==> src/sv/bfp_pkg.sv <==
package bfp_pkg;

  // Default store size in bytes
  localparam int STORE_BYTES_DEF = 256;

  // Command codes on the action port
  localparam logic [2:0] ACT_SEEK   = 3'd0;
  localparam logic [2:0] ACT_PACK   = 3'd1;
  localparam logic [2:0] ACT_UNPACK = 3'd2;
  localparam logic [2:0] ACT_WRITE  = 3'd3;
  localparam logic [2:0] ACT_READ   = 3'd4;

  // Source of value_out at the end of a command
  typedef enum logic [1:0] {
    RES_NONE,
    RES_FIELD,
    RES_BYTE
  } res_t;

  // Microprogram addresses
  typedef logic [2:0] step_t;
  localparam step_t ST_FIN        = 3'd0;
  localparam step_t ST_PACK       = 3'd1;
  localparam step_t ST_PACK_END   = 3'd2;
  localparam step_t ST_UNPACK     = 3'd3;
  localparam step_t ST_UNPACK_END = 3'd4;
  localparam step_t ST_WRB        = 3'd5;
  localparam step_t ST_RDB        = 3'd6;
  localparam step_t ST_RDB_END    = 3'd7;

  // One control word
  typedef struct packed {
    logic strm;     // stream bytes: read while bytes remain, handle returned data
    logic wr_back;  // returned byte is merged and written back (else accumulated)
    logic byte_wr;  // direct byte write
    logic byte_rd;  // direct byte read
    logic loop;     // hold this step while bytes remain to be read
    logic fin;      // present the result and go idle
    res_t res;
  } uop_t;

  // Microcode ROM
  function automatic uop_t ucode(step_t s);
    uop_t u;
    u = '0;
    unique case (s)
      ST_FIN: begin
        u.fin = 1'b1;
      end
      ST_PACK: begin
        u.strm    = 1'b1;
        u.wr_back = 1'b1;
        u.loop    = 1'b1;
      end
      ST_PACK_END: begin
        u.fin = 1'b1;
      end
      ST_UNPACK: begin
        u.strm = 1'b1;
        u.loop = 1'b1;
      end
      ST_UNPACK_END: begin
        u.fin = 1'b1;
        u.res = RES_FIELD;
      end
      ST_WRB: begin
        u.byte_wr = 1'b1;
        u.fin     = 1'b1;
      end
      ST_RDB: begin
        u.byte_rd = 1'b1;
      end
      ST_RDB_END: begin
        u.fin = 1'b1;
        u.res = RES_BYTE;
      end
      default: begin
        u.fin = 1'b1;
      end
    endcase
    return u;
  endfunction

endpackage

==> src/sv/bit_field_pack_unpack_top.sv <==
// Bit-field packer over a byte store with a bit cursor. A command is taken
// when start is high and busy is low; its result appears on value_out,
// cursor_byte, cursor_bit and error for exactly one cycle with done high,
// and the receiver cannot stall it. busy drops in the cycle done is high, so
// the next command can start there. Pack and unpack stream the k touched
// bytes (k = 0..5) through the store's single read and single write port,
// one byte per cycle with read and write overlapped. Seek, refused and
// unused commands go straight to the final step, byte write writes its byte
// in the final step, and byte read reads the byte and then presents it.
// A microcode table sequences each command.
module bit_field_pack_unpack_top
  import bfp_pkg::*;
#(
  parameter int STORE_BYTES = STORE_BYTES_DEF
) (
  input  logic        clk,
  input  logic        rst,
  input  logic        start,
  output logic        busy,
  input  logic [2:0]  action,
  input  logic [31:0] value_in,
  input  logic [5:0]  bit_count,
  input  logic [8:0]  byte_index,
  input  logic [2:0]  bit_index,
  input  logic [7:0]  byte_in,
  output logic        done,
  output logic [31:0] value_out,
  output logic [8:0]  cursor_byte,
  output logic [2:0]  cursor_bit,
  output logic        error
);

  localparam int AW = (STORE_BYTES > 1) ? $clog2(STORE_BYTES) : 1;
  localparam int CW = $clog2(STORE_BYTES + 1);
  localparam int PW = CW + 3;

  // Sequencer
  logic  active;
  step_t step;
  uop_t  uop;

  // Datapath registers
  logic [PW-1:0] pos;
  logic [2:0]    sh;
  logic [2:0]    left;
  logic [2:0]    slot;
  logic [AW-1:0] rd_addr;
  logic [AW-1:0] wr_addr;
  logic [39:0]   val_win;
  logic [39:0]   mask_win;
  logic [39:0]   acc;
  logic [7:0]    rdata;
  logic          rvalid;
  logic          err;

  logic [7:0]    mem [STORE_BYTES];

  // Command decode
  logic          accept;
  logic          n_zero;
  logic [6:0]    span;
  logic [31:0]   last_byte;
  logic          field_err;
  logic          seek_err;
  logic          byte_err;
  logic [2:0]    nbytes;
  logic [31:0]   fmask;
  logic          cmd_err;
  step_t         entry;
  logic [PW-1:0] pos_next;
  logic          byte_op;

  // Memory control
  logic          mem_re;
  logic          mem_we;
  logic [7:0]    wdata;
  logic [7:0]    win_val;
  logic [7:0]    win_mask;
  logic [31:0]   field;

  assign busy   = active;
  assign accept = start & ~active;
  assign uop    = ucode(step);

  // Field bounds against the current cursor
  assign n_zero    = (bit_count == 6'd0);
  assign span      = {4'b0, pos[2:0]} + {1'b0, bit_count} - 7'd1;
  assign last_byte = 32'(pos[PW-1:3]) + 32'(span[5:3]);
  assign field_err = (bit_count > 6'd32) ||
                     (!n_zero && (last_byte >= 32'(STORE_BYTES)));
  assign nbytes    = n_zero ? 3'd0 : span[5:3] + 3'd1;
  assign fmask     = bit_count[5] ? 32'hFFFF_FFFF : (32'd1 << bit_count[4:0]) - 32'd1;
  assign seek_err  = (32'(byte_index) > 32'(STORE_BYTES)) ||
                     ((32'(byte_index) == 32'(STORE_BYTES)) && (bit_index != 3'd0));
  assign byte_err  = (32'(byte_index) >= 32'(STORE_BYTES));
  assign byte_op   = (action == ACT_WRITE) || (action == ACT_READ);

  // Dispatch and cursor update per command
  always_comb begin
    cmd_err  = 1'b0;
    entry    = ST_FIN;
    pos_next = pos;
    unique case (action)
      ACT_SEEK: begin
        cmd_err = seek_err;
        if (!seek_err) begin
          pos_next = PW'({byte_index, bit_index});
        end
      end
      ACT_PACK, ACT_UNPACK: begin
        cmd_err = field_err;
        if (!field_err) begin
          pos_next = pos + PW'(bit_count);
          entry    = (action == ACT_PACK) ? ST_PACK : ST_UNPACK;
        end
      end
      ACT_WRITE: begin
        cmd_err = byte_err;
        if (!byte_err) begin
          entry = ST_WRB;
        end
      end
      ACT_READ: begin
        cmd_err = byte_err;
        if (!byte_err) begin
          entry = ST_RDB;
        end
      end
      default: begin
        cmd_err = 1'b0;
      end
    endcase
  end

  // Byte lane of the current returned byte
  assign win_val  = val_win[{slot, 3'b000} +: 8];
  assign win_mask = mask_win[{slot, 3'b000} +: 8];

  assign mem_re = active && (uop.byte_rd || (uop.strm && (left != 3'd0)));
  assign mem_we = active && (uop.byte_wr || (uop.strm && uop.wr_back && rvalid));
  assign wdata  = uop.byte_wr ? val_win[7:0] : ((rdata & ~win_mask) | (win_val & win_mask));
  assign field  = 32'((acc & mask_win) >> sh);

  // Store
  always_ff @(posedge clk) begin
    if (mem_we) begin
      mem[wr_addr] <= wdata;
    end
    if (mem_re) begin
      rdata <= mem[rd_addr];
    end
  end

  // Sequencer and control state
  always_ff @(posedge clk) begin
    if (rst) begin
      active <= 1'b0;
      step   <= ST_FIN;
      pos    <= '0;
      rvalid <= 1'b0;
      done   <= 1'b0;
      err    <= 1'b0;
    end else begin
      done   <= 1'b0;
      rvalid <= active && uop.strm && (left != 3'd0);
      if (accept) begin
        active <= 1'b1;
        step   <= entry;
        pos    <= pos_next;
        err    <= cmd_err;
      end else if (active) begin
        if (uop.fin) begin
          active <= 1'b0;
          done   <= 1'b1;
        end else if (!(uop.loop && (left != 3'd0))) begin
          step <= step + step_t'(1);
        end
      end
    end
  end

  // Datapath
  always_ff @(posedge clk) begin
    if (accept) begin
      sh       <= pos[2:0];
      left     <= nbytes;
      slot     <= 3'd0;
      acc      <= '0;
      mask_win <= {8'b0, fmask} << pos[2:0];
      val_win  <= (action == ACT_WRITE) ? {32'b0, byte_in}
                                        : ({8'b0, value_in} << pos[2:0]);
      rd_addr  <= byte_op ? AW'(byte_index) : AW'(pos[PW-1:3]);
      wr_addr  <= byte_op ? AW'(byte_index) : AW'(pos[PW-1:3]);
    end else if (active) begin
      // Issue next read of the stream
      if (uop.strm && (left != 3'd0)) begin
        left    <= left - 3'd1;
        rd_addr <= rd_addr + AW'(1);
      end
      // Handle returned byte: merge and write back, or accumulate
      if (uop.strm && rvalid) begin
        slot <= slot + 3'd1;
        if (uop.wr_back) begin
          wr_addr <= wr_addr + AW'(1);
        end else begin
          acc[{slot, 3'b000} +: 8] <= rdata;
        end
      end
    end
  end

  // Result registers
  always_ff @(posedge clk) begin
    if (active && uop.fin) begin
      cursor_byte <= 9'(pos[PW-1:3]);
      cursor_bit  <= pos[2:0];
      error       <= err;
      unique case (uop.res)
        RES_FIELD: value_out <= field;
        RES_BYTE:  value_out <= {24'b0, rdata};
        default:   value_out <= 32'd0;
      endcase
    end
  end

endmodule

==> config.mk <==
export PLATFORM = sky130hd
export DESIGN_NAME = bit_field_pack_unpack_top
export DESIGN_NICKNAME = d
export VERILOG_FILES = /design/src/sv/bfp_pkg.sv /design/src/sv/bit_field_pack_unpack_top.sv
export SDC_FILE = /design/constraint.sdc
export NUM_CORES = 2
export LEC_CHECK = 0
export ABC_AREA = 1
export BUFFER_PORTS_ARGS = -buffer_cell sky130_fd_sc_hd__clkbuf_2
export CAP_MARGIN = 5
export CORE_ASPECT_RATIO = 0.75
export CORE_UTILIZATION = 45
export DETAILED_ROUTE_END_ITERATION = 12
export HOLD_SLACK_MARGIN = 0.12
export PLACE_DENSITY = 0.65
export SYNTH_ARGS = -nofsm -noshare
export SYNTH_HDL_FRONTEND = slang
export SYNTH_SLANG_ARGS = --single-unit
==> constraint.sdc <==
create_clock -name clk -period 14.8 [get_ports clk]
set_clock_uncertainty 0.15 [all_clocks]
set_input_delay 2.96 -clock clk [delete_from_list [all_inputs] [get_ports clk]]
set_output_delay 2.96 -clock clk [all_outputs]
set_load 0.01 [all_outputs]
Word level (Yosys, flattened, before mapping)

Memories as Yosys holds them, arrays and structs flattened. A register that Yosys moved wholly into a read port is not among the register bits.
Index checks and enable logic that the tools add are counted.

Add/subtract/negate cells: 12
Magnitude comparators: 4
Equal/unequal tests: 18
Shifts and indexed selects: 8
Multiplexer cells: 42
Bitwise logic cells: 8
Reduce and logical (&&, ||, !) cells: 38

Operators with widths:

| operator                                             | count |
|---|---|
| two-way mux 8 bit                                    | 10 |
| variable part select 40 x 7 -> 8 bit                 | 2 |
| << shifter 32 x 3 -> 40 bit                          | 2 |
| one-hot mux 32 bit (2 select lines)                  | 1 |
| AND 40 bit                                           | 1 |
| bitwise mux 40 bit                                   | 1 |
| variable shift 8 x 8 -> 40 bit, first input constant | 1 |
| variable part select 8 x 8 -> 40 bit                 | 1 |
| right shift 40 x 3 -> 32 bit                         | 1 |
| two-way mux 32 bit                                   | 1 |
| << shifter 1 x 5 -> 32 bit, first input constant     | 1 |
| subtractor 32 x 1 -> 32 bit, second input constant   | 1 |
| two-way mux 3 bit                                    | 10 |
| two-way mux 12 bit                                   | 2 |
| one-hot mux 12 bit (2 select lines)                  | 1 |
| adder 8 x 1 -> 8 bit, second input constant          | 2 |
| AND 8 bit                                            | 2 |
| equality test 3 bit, second input constant           | 5 |
| adder 12 x 6 -> 12 bit                               | 1 |
| equality test 3 x 2 -> 1 bit, second input constant  | 4 |
| logical AND 1 bit                                    | 11 |
| two-way mux 1 bit                                    | 11 |
| adder 9 x 3 -> 10 bit                                | 1 |
| >= comparator 10 x 9 -> 1 bit, second input constant | 1 |
| other kinds (34)                                     | 56 |

Bits in registers: 209
RAM bits: 2048
Bits of input ports: 64
Output and inout bits: 47
Word-level logic and storage cells: 150
Memories: 1

Memories:

| name | depth | width | read ports | clocked after Yosys merged registers in | write ports | line                            | source |
|---|---|---|---|---|---|---|---|
| mem  | 256   | 8     | 1          | 1                                       | 1           | bit_field_pack_unpack_top.sv:56 | `logic [7:0] mem [STORE_BYTES];` |

Logic depth before layout (Yosys ltp)

Word-level depth: 9
Gate-level depth with buffers: 27
Depth with buffers taken out: 23

Least setup slack after synthesis

No wires, ideal clock.

Path kind: register to register
From: register step[1]
To: memory mem[0][0] (data pin)
Library setup time: 2.189 ns
Data arrival time: 10.880 ns
Required time: 12.461 ns
Path slack: 1.581 ns
Cell stages (with the launch flop): 6
Buffers on the path: 1
Period minus slack after synthesis: 13.219 ns
Cells stage by stage: dfxtp_1 > inv_1 > ha_1 > nand2_1 > clkbuf_1 > o21ai_0

Cells in the longest elaborated chain, start to end: 3

RTL lines:

| item                     | line                             | source |
|---|---|---|
| start: declaration       | bit_field_pack_unpack_top.sv:39  | `step_t step;` |
| start signal: assignment | bit_field_pack_unpack_top.sv:168 | `step <= entry;` |
| start signal: assignment | bit_field_pack_unpack_top.sv:176 | `step <= step + step_t'(1);` |
| equality test 3 bit      | bfp_pkg.sv:46                    | `unique case (s)` |
| two-way mux 1 bit        | bfp_pkg.sv:46                    |  |
| two-way mux 8 bit        | bit_field_pack_unpack_top.sv:141 | `assign wdata = uop.byte_wr ? val_win[7:0] : ((rdata & ~win_mask) \| (win_val & win_mask));` |
| via wdata[0]             | bit_field_pack_unpack_top.sv:76  | `logic [7:0] wdata;` |
| end: declaration         | bit_field_pack_unpack_top.sv:56  |  |

The timed path passes the listed nets, and every way through them passes these cells.

Final worst setup path

From: input port bit_count[2]
To: register pos[4]

Cells in the longest elaborated chain, start to end: 8
Elaborated cells on any way between the ends: 14
Classes of those cells: 4 x add/sub; 2 x order compare; 1 x eq/ne; 2 x mux; 5 x reduce/logical

RTL lines:

| item                          | line                             | source |
|---|---|---|
| start: declaration            | bit_field_pack_unpack_top.sv:22  | `input logic [5:0] bit_count,` |
| adder 3 x 6 -> 6 bit          | bit_field_pack_unpack_top.sv:87  | `assign span = {4'b0, pos[2:0]} + {1'b0, bit_count} - 7'd1;` |
| subtractor 6 x 1 -> 6 bit     | bit_field_pack_unpack_top.sv:87  |  |
| adder 9 x 3 -> 10 bit         | bit_field_pack_unpack_top.sv:88  | `assign last_byte = 32'(pos[PW-1:3]) + 32'(span[5:3]);` |
| >= comparator 10 x 9 -> 1 bit | bit_field_pack_unpack_top.sv:90  | `(!n_zero && (last_byte >= 32'(STORE_BYTES)));` |
| logical AND 1 bit             | bit_field_pack_unpack_top.sv:90  |  |
| logical OR 1 bit              | bit_field_pack_unpack_top.sv:89  | `assign field_err = (bit_count > 6'd32) \|\|` |
| != test 2 bit (no line)       | -                                |  |
| AND reduction 4 bit (no line) | -                                |  |
| end signal: assignment        | bit_field_pack_unpack_top.sv:169 | `pos <= pos_next;` |
| end: declaration              | bit_field_pack_unpack_top.sv:43  | `logic [PW-1:0] pos;` |

Several ways; a longest one is shown, not always the timed one. The select of a mux whose other input is x is not followed.
A chain may end at the register's enable or synchronous reset.

==> results_dict.tcl <==
set metrics [dict create \
    vias 65800 \
    vias_per_cell 5.98 \
    cts_hold_buf 0 \
    synth-edff-count 2201 \
    postCtsSetupRepairBufs 0 \
    period_needed_ns 6.03 \
    crit_start "bit_count[2]" \
    postRouteAntennaNets 0 \
    crit_type "primary input to flop" \
    fin_ws_ns 8.77 \
    hp-start "acc[36]" \
    p_leak_nw 33.7 \
    ys_ff_latch 2262 \
    pre_cts_slack_ns 7.96 \
    synthCells 8193 \
    grt_pass1_vias 60400 \
    antenna_found_initial 2 \
    grt_pass1_wl_microns 393000 \
    port_buffers 110 \
    postLayoutCellArea_sq_um 104000 \
    synth_nets 8295 \
    fin_total_pwr_mw 14.5 \
    finalWirelength_microns 267000 \
    synth.most_common_cell "edfxtp_1" \
    fillCellCount 18400 \
    floorplan.initialDensity_pct 45.2 \
    maxCapViolCount 0 \
    clock_latency_ns 0.88 \
    critPathMaxFanout 19 \
    grt_remaining_overflow 0 \
    whs_ns 0.316 \
    yosysSeqAreaShare_pct 70.5 \
    numCtsBuffers 208 \
    rsz0062_at_grt "false" \
    ys.flop_type "edfxtp_1" \
    hpwl_microns 156000 \
    cts_tree "done" \
    synthTopCellsByArea "edfxtp_1, o21ai_0, nor2_1" \
    cts_root_buffer "clkbuf_16" \
    synth_top_area_share_pct 69.2 \
    num-nets-final 8138 \
    grt_usage_pct 24.3 \
    place_area_sq_um 97900 \
    drc 0 \
    ir_worst_vdd_v 0.0000967 \
    die_w_microns 534 \
    cts_buffer_depth 4 \
    cp-start-kind "primary input" \
    worst_pin_slew_ns 1.27 \
    final.setup.tns_ns 0 \
    dieArea_sq_um 214000 \
    globalplace.congestion 0.911 \
    critPathCaptureType "flop" \
    layout_worst_path_cycle_share_pct 40.8 \
    r2r_start "rd_addr[0]" \
    cts_max_level 4 \
    hold_viol 0 \
    rows 146 \
    async_reset_ff_share_pct 0 \
    wl_per_cell_microns 24.2 \
    cts_resized 0 \
    setup_viol 0 \
    maxSlewViolCount 0 \
    yosysUniqueCellTypes 56 \
    syn_to_final_growth_pct 9.17 \
    grt_max_degree 213 \
    firstDrtPassIters 6 \
    core-area_sq_um 211000 \
    hold_class "flop to flop" \
    p_per_area_nw_per_um2 140 \
    top_level_ports 111 \
    yosysWarnings 0 \
    status "finished clean" \
    cts.sinks 2262 \
    avgSynthCellArea_sq_um 11.7 \
    slew-limit-headroom_pct 15.1 \
    syn_area_sq_um 95500 \
    drive_above_1_share_pct 7.08 \
    drtIter0Drc 8737 \
    cts.clk_slew.worst_paths_ns 0.07 \
    timing.fmax_mhz 166 \
    critPathArrivalTime_ns 6.63 \
    yosysTopAreaCell "edfxtp_1" \
    synth_common_cells "edfxtp_1, nor2_1, o21ai_0, nand2_1, nand3_1" \
    die_y_microns 401 \
    required_ns 15.40 \
]
==> placed cells by master, fill, tap and decap left out, types with 32 or more instances in the layout <==
| cell type | count |
|---|---|
| a21oi_1 | 178 |
| buf_4 | 99 |
| clkbuf_1 | 43 |
| clkbuf_16 | 213 |
| clkbuf_2 | 110 |
| clkinv_1 | 59 |
| clkinv_2 | 32 |
| dfxtp_1 | 59 |
| edfxtp_1 | 2201 |
| ha_1 | 37 |
| inv_1 | 155 |
| nand2_1 | 764 |
| nand3_1 | 497 |
| nand4_1 | 61 |
| nor2_1 | 1614 |
| o211ai_1 | 203 |
| o21ai_0 | 1237 |
| o221ai_1 | 80 |
| o22ai_1 | 308 |
==> flip-flops by register name, indices dropped and copies added (netlist names), 8 cells and up <==
| register | count |
|---|---|
| mem | 2048 |
| rd_addr | 8 |
| acc | 39 |
| wr_addr | 8 |
| val_win | 39 |
| mask_win | 39 |
| value_out | 32 |
| cursor_byte | 9 |
| pos | 12 |
| rdata | 8 |
==> where the power goes <==
part / total (mW) / switching (mW) / leakage (nW) / internal [mW]
Sequential: 7.35 / 0.0526 / 20.3 / 7.30
Combinational: 2.04 / 1.58 / 10.3 / 0.460
Clock: 5.15 / 2.32 / 3.10 / 2.84
==> metal layers <==
metal,routed length (microns),GRT usage (%)
met1,116000,37.0
met2,114000,34.9
met3,29700,5.48
met4,6920,6.35
met5,13,0
==> kinds of logic after synthesis <==
| family | count (synthesis) | synth area share, % |
|---|---|---|
| simple gates | 3032 | 13.0 |
| flops | 2262 | 70.5 |
| compound gates | 2079 | 12.3 |
| buf+inv | 771 | 3.57 |
| fa+ha+maj | 38 | 0.506 |
| xor+xnor | 8 | 0.0734 |
| mux | 3 | 0.0315 |
==> cell type report <==
class                   count  area (sq um)  share of cell area (%)
repair buffers            216          1430                    1.38
well taps                2812          3520                    3.38
clock inverters           103           771                   0.740
multi-input cells        5160         24900                    23.9
flip-flops and latches   2262         67300                    64.6
clock buffers             261          5560                    5.34
diodes                      1          2.50                 0.00240
inverters                 188           744                   0.714
==> per-stage QoR <==
step                      instances  utilization (%)
after floorplan                8193                -
after global placement        10600             46.4
after detailed placement      10600             46.4
after CTS                     11000             49.4
after global routing          11000             49.4
final                         11000             49.4
==> worst max-delay path, stage by stage <==
cell and delay [ns]:
clkbuf_2 0.36, inv_4 0.14, ha_1 0.39, inv_1 0.08, ha_1 0.27, nand2_1 0.07
nand2_1 0.06, nand2_1 0.09, nand2_1 0.09, a21oi_1 0.17, xor2_1 0.32, ha_1 0.31
and3_1 0.16, nand3_1 0.10, nand2_1 0.08, nand3_1 0.09, nand3_2 0.10, nand2_1 0.08
nand2_2 0.14, nand2_2 0.25, inv_1 0.14, nor2_1 0.12, nor2_1 0.05
==> final timing paths <==
kind / end / slack [ns] / cells after the start
setup reg to reg: rdata[6] / 9.04 / 14
setup / recovery: pos[4] / 8.77 / 23
hold / removal: acc[36] / 0.32 / 2
hold reg to reg: acc[36] / 0.32 / 2
(Power assumes the default switching activity.)
